**config.mk**
```make
export PLATFORM = sky130hd
export DESIGN_NAME = utf8_code_point_decoder_flat
export DESIGN_NICKNAME = d
export VERILOG_FILES = /design/src/design/utf8d_pkg.sv /design/src/design/utf8d_byte_if.sv /design/src/design/utf8d_cp_if.sv /design/src/design/utf8d_in_stage.sv /design/src/design/utf8d_core.sv /design/src/design/utf8d_out_queue.sv /design/src/design/utf8_code_point_decoder.sv /design/src/flat_wrapper.sv
export SDC_FILE = /design/constraint.sdc
export NUM_CORES = 1
export LEC_CHECK = 0
export ABC_CLOCK_PERIOD_IN_PS = 8000
export BUFFER_PORTS_ARGS = -buffer_cell sky130_fd_sc_hd__buf_2
export CAP_MARGIN = 30
export CORE_MARGIN = 2
export CORE_UTILIZATION = 62
export CTS_CLUSTER_DIAMETER = 100
export DETAILED_ROUTE_END_ITERATION = 6
export GPL_ROUTABILITY_DRIVEN = 0
export PLACE_DENSITY = 0.91
export SLEW_MARGIN = 0
export SYNTH_ARGS = -nofsm -noshare
export SYNTH_HDL_FRONTEND = slang
export SYNTH_HIERARCHICAL = 1
export SYNTH_SLANG_ARGS = --single-unit
```
**constraint.sdc**
```tcl
create_clock -name clk -period 8 [get_ports clk]
set_input_delay 0.4 -clock clk [delete_from_list [all_inputs] [get_ports clk]]
set_output_delay 0.4 -clock clk [all_outputs]
set_load 0.01 [all_outputs]
```
**src/design/utf8d_pkg.sv**
```systemverilog
// utf8d_pkg: shared widths, types and decode helpers of the utf-8 code point decoder
// no dependencies; used by the interfaces and every module of the decoder

package utf8d_pkg;

    localparam int BYTE_W  = 8;
    localparam int CP_W    = 21;
    localparam int MAX_RES = 3;
    localparam int CNT_W   = 2;

    typedef logic [BYTE_W-1:0] byte_t;
    typedef logic [CP_W-1:0]   code_t;
    typedef logic [CNT_W-1:0]  cnt_t;

    // follower bytes wanted by a lead
    localparam cnt_t LEAD_NONE  = 2'd0;
    localparam cnt_t LEAD_TWO   = 2'd1;
    localparam cnt_t LEAD_THREE = 2'd2;
    localparam cnt_t LEAD_FOUR  = 2'd3;

    typedef struct packed {
        logic  valid;
        byte_t data;
        logic  last;
    } in_item_t;

    typedef struct packed {
        cnt_t                   n;
        code_t [MAX_RES-1:0]    cp;
        logic                   eos;
    } res_bundle_t;

    function automatic cnt_t lead_class(byte_t c);
        cnt_t k;
        k = LEAD_NONE;
        if ((c & 8'he0) == 8'hc0)
        begin
            k = LEAD_TWO;
        end
        else if ((c & 8'hf0) == 8'he0)
        begin
            k = LEAD_THREE;
        end
        else if ((c & 8'hf8) == 8'hf0)
        begin
            k = LEAD_FOUR;
        end
        return k;
    endfunction

    function automatic code_t assemble(byte_t lead, byte_t f0, byte_t f1, byte_t f2, cnt_t k);
        code_t v;
        unique case (k)
            LEAD_TWO:   v = CP_W'({lead[4:0], f0[5:0]});
            LEAD_THREE: v = CP_W'({lead[3:0], f0[5:0], f1[5:0]});
            LEAD_FOUR:  v = {lead[2:0], f0[5:0], f1[5:0], f2[5:0]};
            default:    v = CP_W'(lead);
        endcase
        return v;
    endfunction

endpackage

```
**src/design/utf8d_byte_if.sv**
```systemverilog
// utf8d_byte_if: valid/ready channel carrying one string byte per request
// depends on utf8d_pkg

interface utf8d_byte_if;
    logic               valid;
    logic               ready;
    utf8d_pkg::byte_t   byte_in;
    logic               last_byte;

    modport source (output valid, output byte_in, output last_byte, input ready);
    modport sink   (input valid, input byte_in, input last_byte, output ready);
endinterface

```
**src/design/utf8d_cp_if.sv**
```systemverilog
// utf8d_cp_if: valid/ready channel carrying one decoded code point per request
// depends on utf8d_pkg

interface utf8d_cp_if;
    logic               valid;
    logic               ready;
    utf8d_pkg::code_t   code_point;
    logic               end_of_string;

    modport source (output valid, output code_point, output end_of_string, input ready);
    modport sink   (input valid, input code_point, input end_of_string, output ready);
endinterface

```
**src/design/utf8d_in_stage.sv**
```systemverilog
// utf8d_in_stage: input register for incoming byte requests
// depends on utf8d_pkg and utf8d_byte_if

module utf8d_in_stage (
    input  logic                clk,
    input  logic                rst_n,
    utf8d_byte_if.sink          byte_ch,
    input  logic                advance,
    output utf8d_pkg::in_item_t item
);
    import utf8d_pkg::*;

    logic  valid_reg;
    logic  valid_next;
    byte_t data_reg;
    logic  last_reg;
    logic  take;

    assign byte_ch.ready = !valid_reg || advance;
    assign take          = byte_ch.valid && byte_ch.ready;

    always_comb
    begin
        valid_next = valid_reg;
        if (take)
        begin
            valid_next = 1'b1;
        end
        else if (advance)
        begin
            valid_next = 1'b0;
        end
    end

    always_ff @(posedge clk or negedge rst_n)
    begin
        if (!rst_n)
        begin
            valid_reg <= 1'b0;
        end
        else
        begin
            valid_reg <= valid_next;
        end
    end

    always_ff @(posedge clk)
    begin
        if (take)
        begin
            data_reg <= byte_ch.byte_in;
            last_reg <= byte_ch.last_byte;
        end
    end

    assign item.valid = valid_reg;
    assign item.data  = data_reg;
    assign item.last  = last_reg;

endmodule

```
**src/design/utf8d_core.sv**
```systemverilog
// utf8d_core: pending sequence state, assembly and end-of-string flush
// depends on utf8d_pkg

module utf8d_core (
    input  logic                    clk,
    input  logic                    rst_n,
    input  utf8d_pkg::in_item_t     item,
    input  logic                    advance,
    output utf8d_pkg::res_bundle_t  bundle
);
    import utf8d_pkg::*;

    byte_t pend_reg [MAX_RES];
    byte_t pend_next [MAX_RES];
    cnt_t  pc_reg;
    cnt_t  pc_next;
    cnt_t  bn_reg;
    cnt_t  bn_next;
    cnt_t  pc_mid;
    cnt_t  bn_mid;
    cnt_t  k_in;
    logic  prim_valid;
    code_t prim_cp;
    byte_t f0;
    byte_t f1;
    code_t fl_cp [MAX_RES];
    cnt_t  fl_n;

    assign k_in = lead_class(item.data);

    // sequence state update
    always_comb
    begin
        pend_next  = pend_reg;
        pc_mid     = pc_reg;
        bn_mid     = bn_reg;
        prim_valid = 1'b0;
        prim_cp    = '0;
        f0         = (bn_reg == LEAD_TWO) ? item.data : pend_reg[1];
        f1         = (bn_reg == LEAD_THREE) ? item.data : pend_reg[2];
        if (pc_reg == 2'd0)
        begin
            if (k_in == LEAD_NONE)
            begin
                prim_valid = 1'b1;
                prim_cp    = CP_W'(item.data);
            end
            else
            begin
                pend_next[0] = item.data;
                pc_mid       = 2'd1;
                bn_mid       = k_in;
            end
        end
        else if (pc_reg >= bn_reg)
        begin
            prim_valid = 1'b1;
            prim_cp    = assemble(pend_reg[0], f0, f1, item.data, bn_reg);
            pc_mid     = 2'd0;
            bn_mid     = LEAD_NONE;
        end
        else
        begin
            if (pc_reg == 2'd1)
            begin
                pend_next[1] = item.data;
            end
            else
            begin
                pend_next[2] = item.data;
            end
            pc_mid = pc_reg + 2'd1;
        end
    end

    // flush of an unfinished sequence
    always_comb
    begin
        fl_cp[0] = CP_W'(pend_next[0]);
        fl_cp[1] = CP_W'(pend_next[1]);
        fl_cp[2] = CP_W'(pend_next[2]);
        fl_n     = pc_mid;
        if (pc_mid == 2'd3 && lead_class(pend_next[1]) == LEAD_TWO)
        begin
            fl_cp[1] = assemble(pend_next[1], pend_next[2], '0, '0, LEAD_TWO);
            fl_cp[2] = '0;
            fl_n     = 2'd2;
        end
    end

    always_comb
    begin
        bundle.eos = item.last;
        if (item.last && pc_mid != 2'd0)
        begin
            bundle.n     = fl_n;
            bundle.cp[0] = fl_cp[0];
            bundle.cp[1] = fl_cp[1];
            bundle.cp[2] = fl_cp[2];
        end
        else
        begin
            bundle.n     = cnt_t'(prim_valid);
            bundle.cp[0] = prim_cp;
            bundle.cp[1] = '0;
            bundle.cp[2] = '0;
        end
        if (!advance)
        begin
            bundle.n = 2'd0;
        end
    end

    always_comb
    begin
        pc_next = pc_reg;
        bn_next = bn_reg;
        if (advance)
        begin
            pc_next = item.last ? 2'd0 : pc_mid;
            bn_next = item.last ? LEAD_NONE : bn_mid;
        end
    end

    always_ff @(posedge clk or negedge rst_n)
    begin
        if (!rst_n)
        begin
            pc_reg <= 2'd0;
            bn_reg <= LEAD_NONE;
        end
        else
        begin
            pc_reg <= pc_next;
            bn_reg <= bn_next;
        end
    end

    always_ff @(posedge clk)
    begin
        if (advance)
        begin
            pend_reg <= pend_next;
        end
    end

endmodule

```
**src/design/utf8d_out_queue.sv**
```systemverilog
// utf8d_out_queue: result register holding up to three code points, sent one per request
// depends on utf8d_pkg and utf8d_cp_if

module utf8d_out_queue (
    input  logic                    clk,
    input  logic                    rst_n,
    input  utf8d_pkg::res_bundle_t  bundle,
    output logic                    free,
    utf8d_cp_if.source              cp_ch
);
    import utf8d_pkg::*;

    cnt_t  rem_reg;
    cnt_t  rem_next;
    code_t cp_reg [MAX_RES];
    logic  eos_reg;
    logic  pop;
    logic  load;

    assign pop  = cp_ch.valid && cp_ch.ready;
    assign free = (rem_reg == 2'd0) || (rem_reg == 2'd1 && cp_ch.ready);
    assign load = bundle.n != 2'd0;

    always_comb
    begin
        rem_next = rem_reg;
        if (load)
        begin
            rem_next = bundle.n;
        end
        else if (pop)
        begin
            rem_next = rem_reg - 2'd1;
        end
    end

    always_ff @(posedge clk or negedge rst_n)
    begin
        if (!rst_n)
        begin
            rem_reg <= 2'd0;
        end
        else
        begin
            rem_reg <= rem_next;
        end
    end

    always_ff @(posedge clk)
    begin
        if (load)
        begin
            cp_reg[0] <= bundle.cp[0];
            cp_reg[1] <= bundle.cp[1];
            cp_reg[2] <= bundle.cp[2];
            eos_reg   <= bundle.eos;
        end
        else if (pop)
        begin
            cp_reg[0] <= cp_reg[1];
            cp_reg[1] <= cp_reg[2];
        end
    end

    assign cp_ch.valid         = rem_reg != 2'd0;
    assign cp_ch.code_point    = cp_reg[0];
    assign cp_ch.end_of_string = eos_reg && rem_reg == 2'd1;

endmodule

```
**src/design/utf8_code_point_decoder.sv**
```systemverilog
// utf8_code_point_decoder: top level, byte stream in, code points out
// depends on utf8d_pkg, utf8d_byte_if, utf8d_cp_if, utf8d_in_stage, utf8d_core, utf8d_out_queue
//
//   channel  | dir | payload                      | accepted when
//   byte_ch  | in  | byte_in[7:0], last_byte      | valid && ready
//   cp_ch    | out | code_point[20:0], end_of_str | valid && ready
//
// one byte is taken per cycle unless stalled; the input register feeds the result register
// a byte giving n results holds the result register until all n are sent (n up to 3 on a flush)
// the byte path stalls only while the result register still holds more than one code point
// or its last one is not taken
// rst_n clears the pending count, lead class and all valid flags; byte storage is not reset

module utf8_code_point_decoder (
    input  logic        clk,
    input  logic        rst_n,
    utf8d_byte_if.sink  byte_ch,
    utf8d_cp_if.source  cp_ch
);
    import utf8d_pkg::*;

    in_item_t    item;
    res_bundle_t bundle;
    logic        free;
    logic        advance;

    assign advance = item.valid && free;

    utf8d_in_stage u_in_stage (
        .clk     (clk),
        .rst_n   (rst_n),
        .byte_ch (byte_ch),
        .advance (advance),
        .item    (item)
    );

    utf8d_core u_core (
        .clk     (clk),
        .rst_n   (rst_n),
        .item    (item),
        .advance (advance),
        .bundle  (bundle)
    );

    utf8d_out_queue u_out_queue (
        .clk    (clk),
        .rst_n  (rst_n),
        .bundle (bundle),
        .free   (free),
        .cp_ch  (cp_ch)
    );

`ifndef NO_ASSERTIONS
    a_last_gives_result: assert property (@(posedge clk) disable iff (!rst_n)
        advance && item.last |-> bundle.n != 2'd0)
        else $error("string end produced no result");

    a_result_needs_advance: assert property (@(posedge clk) disable iff (!rst_n)
        bundle.n != 2'd0 |-> advance)
        else $error("result produced without a byte moving on");

    a_idle_output_takes_bytes: assert property (@(posedge clk) disable iff (!rst_n)
        !cp_ch.valid |-> byte_ch.ready)
        else $error("byte path stalled with empty result register");
`endif

endmodule

```
**src/flat_wrapper.sv**
```systemverilog
// flat-port wrapper written by rule: the top's interface ports become plain ports
module utf8_code_point_decoder_flat import utf8d_pkg::*;
  (clk, rst_n, byte_ch_valid, byte_ch_byte_in, byte_ch_last_byte, byte_ch_ready, cp_ch_valid, cp_ch_code_point, cp_ch_end_of_string, cp_ch_ready);
  utf8d_byte_if byte_ch_i ();
  utf8d_cp_if cp_ch_i ();
  input  logic clk;
  input  logic rst_n;
  input wire logic [$bits(byte_ch_i.valid)-1:0] byte_ch_valid;
  input wire logic [$bits(byte_ch_i.byte_in)-1:0] byte_ch_byte_in;
  input wire logic [$bits(byte_ch_i.last_byte)-1:0] byte_ch_last_byte;
  output wire logic [$bits(byte_ch_i.ready)-1:0] byte_ch_ready;
  output wire logic [$bits(cp_ch_i.valid)-1:0] cp_ch_valid;
  output wire logic [$bits(cp_ch_i.code_point)-1:0] cp_ch_code_point;
  output wire logic [$bits(cp_ch_i.end_of_string)-1:0] cp_ch_end_of_string;
  input wire logic [$bits(cp_ch_i.ready)-1:0] cp_ch_ready;
  assign byte_ch_i.valid = byte_ch_valid;
  assign byte_ch_i.byte_in = byte_ch_byte_in;
  assign byte_ch_i.last_byte = byte_ch_last_byte;
  assign byte_ch_ready = byte_ch_i.ready;
  assign cp_ch_valid = cp_ch_i.valid;
  assign cp_ch_code_point = cp_ch_i.code_point;
  assign cp_ch_end_of_string = cp_ch_i.end_of_string;
  assign cp_ch_i.ready = cp_ch_ready;
  utf8_code_point_decoder u_core (.clk(clk), .rst_n(rst_n), .byte_ch(byte_ch_i), .cp_ch(cp_ch_i));
endmodule
```
After elaboration in Yosys (flattened, before gate mapping)
Memory sizes are Yosys's and may differ from the RTL's.
Index checks and enable logic that the tools add are counted.

cells by class
  shift-type cells = 0
  div/mod/pow operators = 0
  multipliers = 0
  add/sub/neg operators = 2
  reduce and logical (&&, ||, !) cells = 20
  multiplexer cells = 44
  equal/unequal tests = 14
  magnitude comparators = 1
  bitwise operators = 2

operator list
  operator                                                               count
  21-bit two-way mux                                                     4
  65-bit two-way mux                                                     1
  21-bit case mux with 3 select lines                                    1
  8-bit two-way mux                                                      5
  2-bit two-way mux                                                      18
  16-bit two-way mux                                                     2
  32-bit two-way mux                                                     1
  6-bit two-way mux                                                      2
  5-bit equality test, second input constant                             2
  1-bit two-way mux                                                      10
  2-bit nonzero test                                                     5
  2-bit by 1-bit equality test with 1-bit output, second input constant  4
  4-bit equality test, second input constant                             2
  1-bit logical AND                                                      7
  2-bit equality test, second input constant                             3
  3-bit equality test, second input constant                             2
  2-bit logical NOT                                                      3
  3-bit by 2-bit != test with 1-bit output, second input constant        1
  3-bit AND reduction                                                    1
  3-bit nonzero test                                                     1
  2-bit by 1-bit adder with 2-bit output, second input constant          1
  2-bit >= comparator                                                    1
  1-bit logical OR                                                       2
  1-bit OR                                                               2
  other kinds (2)                                                        2

storage, ports and cells
  RAM bits = 63
  ROM bits = 0
  word-level logic and storage cells = 94
  output and inout port bits = 24
  input bits = 13
  latch bits = 0
  bits in registers = 41
  memories = 1

memories
  name                       depth  width  rd ports  clocked after Yosys merged registers in  write ports  line                   text
  u_core.u_out_queue.cp_reg  3      21     3         0                                        3            utf8d_out_queue.sv:15  code_t cp_reg [MAX_RES];

Depth between registers and ports, before layout
  depth after elaboration = 17
  mapped depth = 11
  gate-level depth less buffers = 10

By module
The synthesis kept the hierarchy.

modules (own cells, without submodules)
  module                   instances  area an instance (um2)  cells each  seq. area each (um2)
  utf8d_out_queue          1          2,786.4                 151         1,971.9
  utf8d_core               1          2,229.6                 232         820.8
  utf8d_in_stage           1          339.1                   15          295.3
  utf8_code_point_decoder  1          6.3                     1           0.0

Worst setup path before layout
Ideal clock, no wire load.

  kind = reg2reg
  start = register u_core.u_core.bn_reg[1]
  end = memory u_core/u_out_queue/cp_reg[0][0] (netlist name), enable pin
  setup slack = 3.556 ns
  data arrival time = 4.038 ns
  data required time = 7.594 ns
  period minus slack after synthesis = 4.444 ns
  library setup time = 0.406 ns
  buffers on the path = 1
  cell stages (with the launch flop) = 11
  path through = dfrtp_1 clkbuf_1 inv_1 ha_1 a2111oi_4 mux2i_1 nand2_1 nand3_1 a21boi_0 or2_2 nand2b_1

RTL lines
  element                   line                   text
  start: declaration        utf8d_core.sv:17       cnt_t bn_reg;
  start signal: assignment  utf8d_core.sv:135      bn_reg <= bn_next;
  end: declaration          utf8d_out_queue.sv:15

==> flow_summary.yaml <==
timing:
  fin_setup_tns_ps: 0
  worst_slack_ps: 3260
  min_period_ps: 4740
  max_freq_mhz: 211
  setup_viol: 0
  hold_viol: 0
  max_slew.worst_pin.slew_ps: 818
  rsz0062_at_grt: "false"
  period_share_pct: 59.2
  holdWs_ps: 195
  slew_headroom_pct: 45.0
  finClkSkew_ps: 12.3
  report.final.slew_viol_count: 0
floorplan:
  rows: 33
  die_h_microns: 97.0
  die_w_microns: 97.0
  dieArea_sq_um: 9410
  start_util_pct: 64.6
  ioPinCount: 37
  core_sq_um: 8300
clocking:
  insertion_delay_ps: 370
  ctsHtreeMaxLevel: 3
  clock_sinks: 104
  clkTransAtPathRegs_ps: 110
  cts_buffers: 9
  root_buffer: "clkbuf_8"
  tritoncts: "done"
  post_cts_buffers: 0
  cts_hold_buf: 1
  cts_resized: 0
  cts_buffer_depth: 2
setup_path:
  arrival_ps: 4800
  cp-start-kind: "flop"
  critPathKind: "reg -> reg"
  ff2ff_setup_slack_ps: 3260
  cp_max_fo: 41
  cp-end-kind: "flop"
  crit_required_ps: 8060
place:
  pre_cts_slack_ps: 2910
  io_buffer_count: 36
  place_area_sq_um: 5330
  dp_cells: 503
  place_hpwl_mm: 7.00
outcome:
  failed_checks: "DRC"
  status: "complete, but fails checks"
final_layout:
  layout.nets: 430
  largest_reg_flops: 63
  n_fill_cell: 536
  area_growth_syn_to_layout_pct: 3.85
  final_util_pct: 67.1
  drive_gt1_share_pct: 31.7
  instances_no_fill: 521
  antenna_cells: 0
  final_cell_area_sq_um: 5570
synthesis:
  synth_top_area_share_pct: 54.3
  seq_area_frac_synth_pct: 57.6
  synthMuxAreaShare_pct: 15.4
  postSynth.asyncResetShare_pct: 6.73
  synth-simple-area-share_pct: 9.82
  ys_top_cells_by_area: "edfxtp_1 54%, mux2_2 13%, buf_4 6.6%"
  netlist_instances: 399
  synth-edff-count: 97
  syn-mean-instance-area_sq_um: 13.4
  netlist_area_sq_um: 5360
  synth_warnings: 6
  synth_top_cell_by_area: "edfxtp_1"
  synth_compound_area_share_pct: 6.53
  synth-seq-cells: 104
  synth_fa_ha_area_share_pct: 1.40
  synth_flop_cell: "edfxtp_1"
  ys_types: 49
  synth_top_family_by_area: "multiplexers"
  synthMostInstantiatedCell: "edfxtp_1"
  synth_common_cells: "97 x edfxtp_1, 61 x mux2_2, 47 x buf_4, 18 x nand2_1"
  synthXorXnorAreaFrac_pct: 0
detailed_routing:
  drt_first_pass_iters: 7
  drc: 1
  ant_nets: 0
  wl_mm: 10.1
  viasPerCell: 6.04
  dr.first_iter.drc_count: 433
  wl_per_cell_microns: 19.4
  dr_total_vias: 3146
pwr:
  power_mw: 2.46
  power_density_nw_per_um2: 442
  p_leak_nw: 2.11
  peakVddDrop_v: 0.000355
grt:
  grt_pass1_wl_mm: 16.1
  first_global_vias: 3012
  antenna_found_initial: 0
  grt_overflow: 0
  grt_use_total_pct: 22.2
  grt_max_degree: 43
flow_run:
  cap_violations: 0
hold_path:
  hold_path_class: "in -> reg"
-- power breakdown --
group	internal, mW	switching [mW]	total [mW]
clock	0.151	0.186	0.337
sequential	0.987	0.147	1.13
combinational	0.414	0.578	0.992
total	1.55	0.912	2.46
-- placed cells by master, fill, tap and decap left out, drive strengths merged, types with 9 or more instances in the layout --
cell type  count
a21oi         17
and3          11
buf           39
clkbuf         9
conb          23
edfxtp        97
inv           17
mux2          64
nand2         18
nand3         15
nor2          18
-- cell families after synthesis --
family                   after synthesis
flip-flops                           104
other                                  1
AND/OR/NAND/NOR                       92
buffers and inverters                 74
AO/OA/AOI/OAI                         50
adder cells (fa/ha/maj)                6
multiplexers                          72
-- critical path: stages (launching register included) --
cell and delay, ps:
dfrtp_1 400, inv_1 90, ha_1 300, and3_1 210, nand2_1 350, o211ai_1 350, o21ai_2 720, nand3_1 180
a21boi_0 700, or2_2 580, nand2b_2 280, buf_12 240
-- layer usage --
layer  routed length, microns  up-vias  GRT usage (%)
met5                        0        -              0
met4                      296        0           8.45
met3                      913       42           3.83
met2                     4900      192           35.8
met1                     4000     1488           30.4
li1                         -     1424              -
-- cell type report --
cell class	count	area [sq um]	area share (%)
multi-input cells	243	1870	33.5
clock inverters	7	83.8	1.51
inverters	13	48.8	0.876
flip-flops and latches	104	3090	55.5
well taps	105	131	2.36
repair buffers	40	225	4.04
clock buffers	9	124	2.22
-- worst paths after layout --
check,from,to,depth (start not counted)
worst max-delay path,u_core/u_core/pc_reg[0],u_core/u_out_queue/cp_reg[0][40],11
worst min-delay path,byte_ch_byte_in[0],u_core/u_in_stage/data_reg[0],1
worst max register to register,u_core/u_core/pc_reg[0],u_core/u_out_queue/cp_reg[0][40],11
worst min register to register,u_core/u_out_queue/cp_reg[0][22],u_core/u_out_queue/cp_reg[0][1],1
max in group asynchronous,rst_n,u_core/u_core/bn_reg[1],2
min in group asynchronous,rst_n,u_core/u_core/pc_reg[0],2
No activity file was read; power rests on OpenSTA's default activity.
